===== src/rtl/mrmu_pkg.sv =====
`default_nettype none
package mrmu_pkg;

  localparam int TABLE_ENTRIES = 32;
  localparam int MAX_RESULTS   = 32;
  localparam int SHOWN_MAX     = (TABLE_ENTRIES < MAX_RESULTS) ? TABLE_ENTRIES : MAX_RESULTS;

  localparam int ADDR_W  = 64;
  localparam int TYPE_W  = 32;
  localparam int STAT_W  = 2;
  localparam int TOTAL_W = 6;
  localparam int IDX_W   = $clog2(TABLE_ENTRIES);
  localparam int CNT_W   = $clog2(TABLE_ENTRIES + 1);
  localparam int WC_W    = $clog2(TABLE_ENTRIES + 2);
  localparam int PC_W    = $clog2(TABLE_ENTRIES + 5);

  typedef enum logic [1:0] {
    REQ_CLEAR     = 2'd0,
    REQ_APPEND    = 2'd1,
    REQ_OVERWRITE = 2'd2,
    REQ_READ      = 2'd3
  } req_t;

  typedef enum logic [STAT_W-1:0] {
    ST_DONE     = 2'd0,
    ST_OVERFLOW = 2'd1,
    ST_ORDER    = 2'd2
  } stat_t;

  typedef struct packed {
    logic  req_ld;
    logic  cnt_clr;
    logic  app_wr;
    logic  idx_clr;
    logic  idx_inc;
    logic  tbl_rd;
    logic  piece_ld;
    logic  feed;
    logic  flush;
    logic  mrg_clr;
    logic  wk_rd;
    logic  cp_wr;
    logic  cnt_commit;
    logic  res_ld;
    logic  res_entry;
    stat_t res_status;
  } dp_cmd_t;

  typedef struct packed {
    req_t req;
    logic end_lt_start;
    logic end_eq_start;
    logic tbl_full;
    logic cnt_zero;
    logic idx_lt_cnt;
    logic idx_last_shown;
    logic piece_pend;
    logic inserted;
    logic mrg_fail;
    logic idx_lt_wcnt;
  } dp_sts_t;

  function automatic logic [ADDR_W-1:0] sat_add(input logic [ADDR_W-1:0] a,
                                                input logic [ADDR_W-1:0] b);
    logic [ADDR_W:0] s;
    s = {1'b0, a} + {1'b0, b};
    return s[ADDR_W] ? {ADDR_W{1'b1}} : s[ADDR_W-1:0];
  endfunction

endpackage
`default_nettype wire


===== src/rtl/mrmu_ctrl.sv =====
`default_nettype none
module mrmu_ctrl (
  input  wire logic              clk,
  input  wire logic              rst_n,
  input  wire logic              in_valid,
  output logic                   in_ready,
  output logic                   out_valid,
  input  wire logic              out_ready,
  input  wire mrmu_pkg::dp_sts_t sts,
  output mrmu_pkg::dp_cmd_t      cmd
);

  typedef enum logic [15:0] {
    S_IDLE = 16'h0001,
    S_DEC  = 16'h0002,
    S_OCHK = 16'h0004,
    S_ORD  = 16'h0008,
    S_OCL  = 16'h0010,
    S_OFD  = 16'h0020,
    S_OIN  = 16'h0040,
    S_OFL  = 16'h0080,
    S_OEND = 16'h0100,
    S_CCHK = 16'h0200,
    S_CRD  = 16'h0400,
    S_CWR  = 16'h0800,
    S_RES  = 16'h1000,
    S_RRD  = 16'h2000,
    S_RLD  = 16'h4000,
    S_WAIT = 16'h8000
  } state_t;

  state_t          state_r, state_nxt;
  mrmu_pkg::stat_t stat_r, stat_nxt;
  logic            rdm_r, rdm_nxt;

  assign in_ready  = (state_r == S_IDLE);
  assign out_valid = (state_r == S_WAIT);

  always_ff @(posedge clk) begin
    if (!rst_n) begin
      state_r <= S_IDLE;
      stat_r  <= mrmu_pkg::ST_DONE;
      rdm_r   <= 1'b0;
    end else begin
      state_r <= state_nxt;
      stat_r  <= stat_nxt;
      rdm_r   <= rdm_nxt;
    end
  end

  always_comb begin
    state_nxt      = state_r;
    stat_nxt       = stat_r;
    rdm_nxt        = rdm_r;
    cmd            = '0;
    cmd.res_status = stat_r;
    unique case (state_r)
      S_IDLE: begin
        if (in_valid) begin
          cmd.req_ld = 1'b1;
          state_nxt  = S_DEC;
        end
      end
      S_DEC: begin
        rdm_nxt  = 1'b0;
        stat_nxt = mrmu_pkg::ST_DONE;
        unique case (sts.req)
          mrmu_pkg::REQ_CLEAR: begin
            cmd.cnt_clr = 1'b1;
            state_nxt   = S_RES;
          end
          mrmu_pkg::REQ_APPEND: begin
            if (sts.tbl_full) begin
              stat_nxt = mrmu_pkg::ST_OVERFLOW;
            end else begin
              cmd.app_wr = 1'b1;
            end
            state_nxt = S_RES;
          end
          mrmu_pkg::REQ_OVERWRITE: begin
            if (sts.end_lt_start) begin
              stat_nxt  = mrmu_pkg::ST_ORDER;
              state_nxt = S_RES;
            end else if (sts.end_eq_start) begin
              state_nxt = S_RES;
            end else begin
              cmd.mrg_clr = 1'b1;
              cmd.idx_clr = 1'b1;
              state_nxt   = S_OCHK;
            end
          end
          mrmu_pkg::REQ_READ: begin
            cmd.idx_clr = 1'b1;
            if (sts.cnt_zero) begin
              state_nxt = S_RES;
            end else begin
              rdm_nxt   = 1'b1;
              state_nxt = S_RRD;
            end
          end
          default: state_nxt = S_IDLE;
        endcase
      end
      S_OCHK: state_nxt = sts.idx_lt_cnt ? S_ORD : S_OIN;
      S_ORD: begin
        cmd.tbl_rd = 1'b1;
        state_nxt  = S_OCL;
      end
      S_OCL: begin
        cmd.piece_ld = 1'b1;
        cmd.idx_inc  = 1'b1;
        state_nxt    = S_OFD;
      end
      S_OFD: begin
        if (sts.piece_pend) begin
          cmd.feed = 1'b1;
        end else begin
          state_nxt = S_OCHK;
        end
      end
      S_OIN: begin
        cmd.feed  = !sts.inserted;
        state_nxt = S_OFL;
      end
      S_OFL: begin
        cmd.flush = 1'b1;
        state_nxt = S_OEND;
      end
      S_OEND: begin
        if (sts.mrg_fail) begin
          stat_nxt  = mrmu_pkg::ST_OVERFLOW;
          state_nxt = S_RES;
        end else begin
          cmd.idx_clr = 1'b1;
          state_nxt   = S_CCHK;
        end
      end
      S_CCHK: begin
        if (sts.idx_lt_wcnt) begin
          state_nxt = S_CRD;
        end else begin
          cmd.cnt_commit = 1'b1;
          state_nxt      = S_RES;
        end
      end
      S_CRD: begin
        cmd.wk_rd = 1'b1;
        state_nxt = S_CWR;
      end
      S_CWR: begin
        cmd.cp_wr   = 1'b1;
        cmd.idx_inc = 1'b1;
        state_nxt   = S_CCHK;
      end
      S_RES: begin
        cmd.res_ld = 1'b1;
        state_nxt  = S_WAIT;
      end
      S_RRD: begin
        cmd.tbl_rd = 1'b1;
        state_nxt  = S_RLD;
      end
      S_RLD: begin
        cmd.res_ld    = 1'b1;
        cmd.res_entry = 1'b1;
        state_nxt     = S_WAIT;
      end
      S_WAIT: begin
        if (out_ready) begin
          if (rdm_r && !sts.idx_last_shown) begin
            cmd.idx_inc = 1'b1;
            state_nxt   = S_RRD;
          end else begin
            state_nxt = S_IDLE;
          end
        end
      end
      default: state_nxt = S_IDLE;
    endcase
  end

endmodule
`default_nettype wire

===== config.mk =====
export PLATFORM = sky130hd
export DESIGN_NAME = mrmu_ctrl
export DESIGN_NICKNAME = d
export VERILOG_FILES = /design/src/rtl/mrmu_pkg.sv /design/src/rtl/mrmu_ctrl.sv
export SDC_FILE = /design/constraint.sdc
export NUM_CORES = 1
export LEC_CHECK = 0
export BUFFER_PORTS_ARGS = -buffer_cell sky130_fd_sc_hd__buf_4
export CAP_MARGIN = 20
export CORE_MARGIN = 10
export CORE_UTILIZATION = 38
export DETAILED_ROUTE_END_ITERATION = 10
export GPL_TIMING_DRIVEN = 1
export PLACE_DENSITY = 0.57
export SYNTH_ARGS = -nofsm -noshare
export SYNTH_HDL_FRONTEND = slang
export SYNTH_SLANG_ARGS = --single-unit

===== constraint.sdc =====
create_clock -name clk -period 4.95 [get_ports clk]
set_input_delay 0.2475 -clock clk [delete_from_list [all_inputs] [get_ports clk]]
set_output_delay 0.2475 -clock clk [all_outputs]
set_load 0.01 [all_outputs]

# == Word level (Yosys, flattened, before mapping) ==
# Cells that the tools add are included.
# op_classes
eq_ne,23
n_reduce_logical,11
muxes,46
# ops
operator,n
case mux 16 bit (15 select lines),1
2-to-1 mux 13 bit,4
2-to-1 mux 16 bit,3
case mux 16 bit (3 select lines),1
2-to-1 mux 14 bit,2
2-to-1 mux 1 bit,25
"== test 16 x 1 -> 1 bit, second input constant",1
"== test 16 x 10 -> 1 bit, second input constant",1
"== test 16 x 11 -> 1 bit, second input constant",1
"== test 16 x 12 -> 1 bit, second input constant",1
"== test 16 x 13 -> 1 bit, second input constant",1
"== test 16 x 14 -> 1 bit, second input constant",1
"== test 16 x 15 -> 1 bit, second input constant",1
"== test 16 bit, second input constant",1
"== test 16 x 2 -> 1 bit, second input constant",1
"== test 16 x 3 -> 1 bit, second input constant",1
"== test 16 x 4 -> 1 bit, second input constant",1
"== test 16 x 5 -> 1 bit, second input constant",1
"== test 16 x 6 -> 1 bit, second input constant",1
"== test 16 x 7 -> 1 bit, second input constant",1
"== test 16 x 8 -> 1 bit, second input constant",1
"== test 16 x 9 -> 1 bit, second input constant",1
case mux 1 bit (2 select lines),4
case mux 2 bit (2 select lines),2
other kinds (13),22
# totals
inputBits,16
elab_cells,83
ff_bits,19

# == Longest topological paths before layout ==
# Gate-level depths: netlist of the first run.
# depth
depth_word,5
mapped_depth,7

# == Least setup slack after synthesis of the first run ==
# No wires, ideal clock.
# synth_path
path_type,reg-to-output
startpoint,register state_r[14]
endpoint,output cmd[12] (netlist name)
n_path_buf,0
path_slack_ps,3014
path_stages_with_launch,5
arrival_time_ps,1689
cell_sequence,dfxtp_1 -> or4b_2 -> nor2_1 -> nand2_1 -> o21ai_0
# synth_lines
item,line_no,text
start: declaration,mrmu_ctrl.sv:32,"state_t state_r, state_nxt;"
start signal: assignment,mrmu_ctrl.sv:45,state_r <= state_nxt;
end: declaration,mrmu_ctrl.sv:10,output mrmu_pkg::dp_cmd_t cmd

==> results of run 1 <==
==> power by group through the flow <==
stage / registers [mW] / clock network [mW] / logic, mW
2_1_floorplan: 0.165 / 0 / 0.0618
3_3_place_gp: 0.166 / 0 / 0.0918
4_1_cts: 0.163 / 0.0872 / 0.0923
5_1_grt: 0.164 / 0.0943 / 0.101
6_report: 0.163 / 0.0845 / 0.0922
3_5_place_dp: 0.167 / 0 / 0.0920
==> area by class of cell <==
cell class	count	area [sq um]	area share, %
Multi-Input combinational cell	116	860.8	53.79
Inverter	6	22.52	1.407
Timing Repair Buffer	34	255.2	15.95
Sequential cell	19	380.4	23.77
Tap cell	44	55.05	3.440
Clock buffer	4	26.28	1.642
==> worst paths after layout <==
path / from / endpoint / slack, ps / cells after the start
setup / recovery: state_r[4] / cmd[12] / 2470 / 6
hold / removal: sts[5] / state_r[6] / 80 / 2
setup reg to reg: state_r[4] / state_r[4] / 2560 / 5
hold reg to reg: rdm_r / rdm_r / 470 / 2
==> registers in the layout, indices dropped and copies added (netlist names) <==
name	flops
rdm_r	1
state_r	16
stat_r	2
==> cells in the final DEF, fill, tap and decap left out, types with 2 or more instances in the layout <==
cell	synthesis	final
and2_1	3	3
nor3_2	2	2
nor2b_1	2	2
inv_1	6	6
clkbuf_4	0	3
nor4_4	3	3
a21oi_2	2	2
and3_1	2	2
o21ai_0	7	7
dfxtp_1	19	19
nor4_2	2	2
nor4_1	4	4
nand2b_1	2	2
or3_1	2	2
a21boi_0	2	2
nand4b_1	4	4
or2_1	2	2
nand2_1	13	13
xor2_1	2	2
ha_1	4	4
a31oi_1	2	2
nand3_1	6	6
nor2_1	11	11
buf_4	0	34
nor2_2	3	3
nand4_1	5	5
nor4b_1	8	8
==> critical path, cell delays in order (launching register included) <==
cell     delay (ps)
dfxtp_1         390
nor4_4          610
nand3_2         250
nor2_1          280
nand2_1          80
o21ai_0         150
buf_4           150
==> routing by layer <==
layer / vias to the layer above / track usage [%] / wire length [microns]
li1: 605 / - / -
met1: 548 / 15.00 / 1678
met2: 42 / 20.32 / 1691
met3: 7 / 3.456 / 312
met4: 0 / 6.272 / 95
met5: - / 0 / 0
==> kinds of logic after synthesis <==
family	share of synthesized area, %
flip-flops	29.83
multiplexers	0.8832
buffers and inverters	2.649
AO/OA/AOI/OAI	9.716
XOR/XNOR	2.061
adder cells (fa/ha/maj)	3.926
AND/OR/NAND/NOR	50.93
==> results.md, run 1 <==
* Status: completed
* Worst slew pin tran at 585.7 ps
* FFs w/ async S/R, synth at 0%
* Crit. End Element: output pin
* Vias after detailed routing at between 1000 and 1500
* CTS tree: done
* Clk_lat worst skew at just over 300 ps
* Root buffer cell: clkbuf_4
* Post-Place Setup Slack at 2565 ps
* Antenna Cells at 0
* Fin Setup TNS at 0 ps
* Top-area cell type share of the netlist area at roughly 30%
* VDD IR max at about 0.00008 V
* Congestion Overflow GR at 0
* Minimum clock period at 2476 ps
* Total Power at 340.1 uW
* CP Data Required Time at approximately 4700 ps
* Cell Area, Synth at 1275 sq um
* Switching pwr at 107.2 uW
* Cts hold-fix bufs at 0
* Yosys top cell by area: dfxtp_1
* Sequential share of power at 48.0%
* Initial Util at around two fifths
* # resized after CTS at 0
* Post-route cell area at around 1600 sq um
* Post-DRT Antenna Nets at 0
* Top cells by count, synth: dfxtp_1 (19), nand2_1 (13), nor2_1 (11)
* RSZ-0062 raised after global routing: no
* Final Wtd Congestion at 0.8510
* Top_reg_cell synth: dfxtp_1
* Net Count, Synth at about 160
* DP Cell Count at around 220
* Max H-tree Level at 1
* Initial DRT Pass Iterations at 4
* Area contributors post-synth: dfxtp_1 (30%), nor4b_1 (5.5%), nor4_4 (5.0%)
* FILL cells at about 300
* Int Power at approximately 230 uW
* Post-detail-place hpwl at roughly 3000 microns
* Final wirelength at between 3000 and 4000 microns
* Yosys reg bits at 19
* Placed Area at ~1600 sq um
* Slew Limit Fails at 0
* Post-CTS Setup Inserts at 0
* Die height at between 70 and 80 microns
* CP Launch Type: register
* Fmax at around 400 MHz
* Area of the core at between 3000 and 4000 sq um
* Worst-path fanout max at 9
* Final hold viol count at 0
* Crit path kind: reg -> out
* Most frequent cell after synthesis: dfxtp_1
* CTS buffer count at 3
* Syn Area/Cell at between 8 and 9 sq um
* Combinational share of power at between 20% and 30%
* Die area at a little over 6000 sq um
* Pleak at 0.6638 nW
* DRC at 0
* Buffers on Ports at 34
* Switching Fraction at about a third
* Fin Hold WS at 82.38 ps
* Syn-to-layout area delta at 25.51%
* CTS clock-pin slew for the worst setup and hold paths at about 110 ps
* Sink Count at 19
* Final setup viols at 0
* Critical path arrival at roughly 2200 ps
* Largest net degree at the start of global routing at 11
* Max Cap Viol at 0
* Longest Clk Path Bufs at 2
* Library cells used by synthesis at 49
* Power Density at roughly 210 nW/um^2
* Wire per inst at 16.94 microns
* Post-synthesis sequential area ratio at roughly 30%
* Part of the power in the clock network at approximately a quarter
* Layout Nets at 200
* Final Util at 51.16%
* Die X at about 78 microns
* Via density at roughly 5.4
* First-pass GRT wire length at between 6000 and 7000 microns
* Total GRT Usage at between 10% and 20%
* Post-synth EDFFs at 0
* Fin crit share at about half
* Antenna violations before repair at 0
* Worst Setup Slack, final at about 2500 ps
* Post-Route Skew at 5.025 ps
* Post-Layout Cell Count at approximately 220
* Cells after synthesis at about 140
* Num ports at 35
* Hold Crit Class: in -> reg
* Drt initial violations at 80
* Vias in the first global route at about 1300
* Row count at 20
* Relative slew slack at between 50% and 60%
* Share of cells above drive strength 1 at 34.64%
* Synth warnings at 0
(Power assumes the default switching activity.)
==> run 2: changes to the inputs <==
Settings changed: ABC_AREA from default to 1, PLACE_DENSITY 0.57 to 0.59.
Clock period 4.95 ns to 2.04 ns, I/O delays scaled along.
==> results.md, run 2 <==
* Status: completed
* Cells along the critical path: nor2_2 -> nand2_2 -> nor2_8 -> nand2_1 -> or2_1 -> nand3_1 -> buf_4
* Worst hold path depth at 3
* Post-Layout Cell Count at around 280
* Row count at 21
* Congestion Overflow GR at 0
* RSZ-0062 raised after global routing: no
* Switching pwr at around 210 uW
* Longest Clk Path Bufs at 2
* Worst path max stage delay at 350 ps
* Area of the core at between 3000 and 4000 sq um
* Syn-to-layout area delta at 26.49%
* Buffers on Ports at 34
* Post-DRT Antenna Nets at 0
* Sequential share of power at 52.8%
* Worst-path fanout max at 8
* Library cells used by synthesis at 27
* CP Buf/Inv Count at 1
* CTS clock-pin slew for the worst setup and hold paths at ~110 ps
* Switching Fraction at a little under 30%
* # resized after CTS at 0
* Vias in the first global route at between 1000 and 1500
* Biggest registers after layout: state_r: 16 flops, stat_r: 2 flops, rdm_r: 1 flops
* DRC at 0
* Total Power at 719.5 uW
* Crit-path slowest cell: dfxtp_1
* Reg-to-reg startpoint: state_r[0]
* Yosys top cell by area: dfxtp_1
* Part of the power in the clock network at between 20 and 30%
* Syn Area/Cell at about 6.7 sq um
* Cell Area, Synth at around 1300 sq um
* CP Data Required Time at between 1500 and 2000 ps
* Die X at 78.58 microns
* Min-delay src: rst_n
* Synth warnings at 0
* Minimum clock period at 1832 ps
* Share of cells above drive strength 1 at about a third
* CTS buffer count at 3
* CP top delay family: simple AND/OR/NAND/NOR gates
* Post-synthesis sequential area ratio at 29.17%
* Num ports at 35
* Post-detail-place hpwl at approximately 2700 microns
* Register Area at approximately 380 sq um
* Crit. End Element: output pin
* Yosys reg bits at 19
* R2R setup slack at approximately 500 ps
* Final Wtd Congestion at 0.7823
* Max Cap Viol at 0
* Post-CTS Setup Inserts at 0
* VDD IR max at roughly 0.0002 V
* Final Util at about half
* Net Count, Synth at ~220
* Top cells by count, synth: nand2_1 (36), inv_1 (29), nor2_1 (28)
* Multi-input combinational cell area at between 700 and 800 sq um
* RR Endpoint: state_r[12]
* CP Launch Type: register
* Vias after detailed routing at roughly 1300
* Most frequent cell after synthesis: nand2_1
* Wire per inst at around 11 microns
* Clk_lat worst skew at approximately 300 ps
* Top_reg_cell synth: dfxtp_1
* Crit path kind: reg -> out
* Fmax at approximately 550 MHz
* Post-Route Skew at 5.713 ps
* Post-route cell area at roughly 1600 sq um
* Area contributors post-synth: dfxtp_1 (29%), nand2_1 (10%), inv_1 (8.3%)
* Via density at between 4 and 5
* Final hold viol count at 0
* Die area at a little over 6000 sq um
* Power Density at ~440 nW/um^2
* Hold EP: stat_r[0]
* Post-synth EDFFs at 0
* Most common cell after layout, fill and taps aside: nand2_1
* Final wirelength at roughly 3200 microns
* Combinational share of power at 19.8%
* Max H-tree Level at 1
* DP Cell Count at roughly 270
* Total GRT Usage at roughly 11%
* Relative slew slack at 64.05%
* Hold Crit Class: in -> reg
* Slew Limit Fails at 0
* Cells after synthesis at just under 200
* Worst slew pin tran at around 540 ps
* Top-area cell type share of the netlist area at 29.17%
* Layout Nets at around 250
* Root buffer cell: clkbuf_4
* Antenna violations before repair at 0
* Drt initial violations at 44
* Fin crit share at 89.82%
* Die height at ~79 microns
* Pleak at around 0.86 nW
* FFs w/ async S/R, synth at 0%
* Worst Reg-to-Reg Cells at 10
* Max reg flops at 16
* Initial Util at 39.07%
* Int Power at approximately 510 uW
* FILL cells at 370
* Fin Setup TNS at 0 ps
* Largest net degree at the start of global routing at 17
* Sink Count at 19
* Antenna Cells at 0
* CTS tree: done
* Top reg by flops: state_r
* First-pass GRT wire length at roughly 5700 microns
* Final setup viols at 0
* Critical path arrival at 1730 ps
* Initial DRT Pass Iterations at 4
* Commonest cells after routing, fill and taps aside: nand2_1 (36), buf_4 (34), inv_1 (29), nor2_1 (28), dfxtp_1 (19)
* Placed Area at 1613 sq um
-- run 2: cell families after synthesis --
logic type	after synthesis	synth area share [%]
buffers and inverters	37	10.75
adder cells (fa/ha/maj)	4	3.839
flip-flops	19	29.17
AO/OA/AOI/OAI	14	7.101
AND/OR/NAND/NOR	121	49.14
-- run 2: worst max path at each step --
stage | startpoint | end | slack, ps | cells after the start
global placement | state_r[2] | state_r[12] | 510 | 10
finish | state_r[0] | cmd[13] | 210 | 7
detailed placement | state_r[0] | state_r[12] | 510 | 10
CTS | state_r[0] | cmd[13] | 180 | 7
global route | state_r[2] | cmd[13] | 30 | 7
floorplan | state_r[14] | state_r[0] | 680 | 10
-- run 2: final cells by class --
class                           count  area share, %
Clock buffer                        4          1.593
Multi-Input combinational cell    139          47.50
Timing Repair Buffer               35          16.08
Sequential cell                    19          23.07
Tap cell                           46          3.490
Inverter                           36          8.270
-- run 2: worst register-to-register path: cells and delay by family, from the launching register on --
kind	cells	cell delay, ps
AOI/OAI and AO/OA	1	70
buffers and inverters	3	160
DFF	1	350
and+or+nand+nor	6	850
-- run 2: power groups by stage --
| stage | clock (mW) | combinational (mW) | sequential (mW) |
|---|---|---|---|
| floorplan | 0 | 0.0883 | 0.388 |
| global placement | 0 | 0.142 | 0.389 |
| detailed placement | 0 | 0.142 | 0.389 |
| CTS | 0.207 | 0.144 | 0.380 |
| global route | 0.225 | 0.160 | 0.381 |
| finish | 0.197 | 0.142 | 0.380 |
-- run 2: what timing repair did --
action                                  CTS  global route
hold endpoints to repair                  1             0
endpoints found under the setup margin    0             0
hold buffers                              1             0
-- run 2: stage by stage --
stage	worst slack (ps)	hold WS (ps)
2_1_floorplan	681.8	180.1
3_3_place_gp	507.9	275.2
3_5_place_dp	514.4	282.3
4_1_cts	177.8	16.87
5_1_grt	25.17	45.61
6_report	207.8	26.90
-- run 2: metal layers --
layer | track usage, % | share of wire [%]
met3 | 3.075 | 6.1
met1 | 13.86 | 48
met4 | 2.867 | 0.25
met2 | 17.60 | 46
met5 | 0 | 0
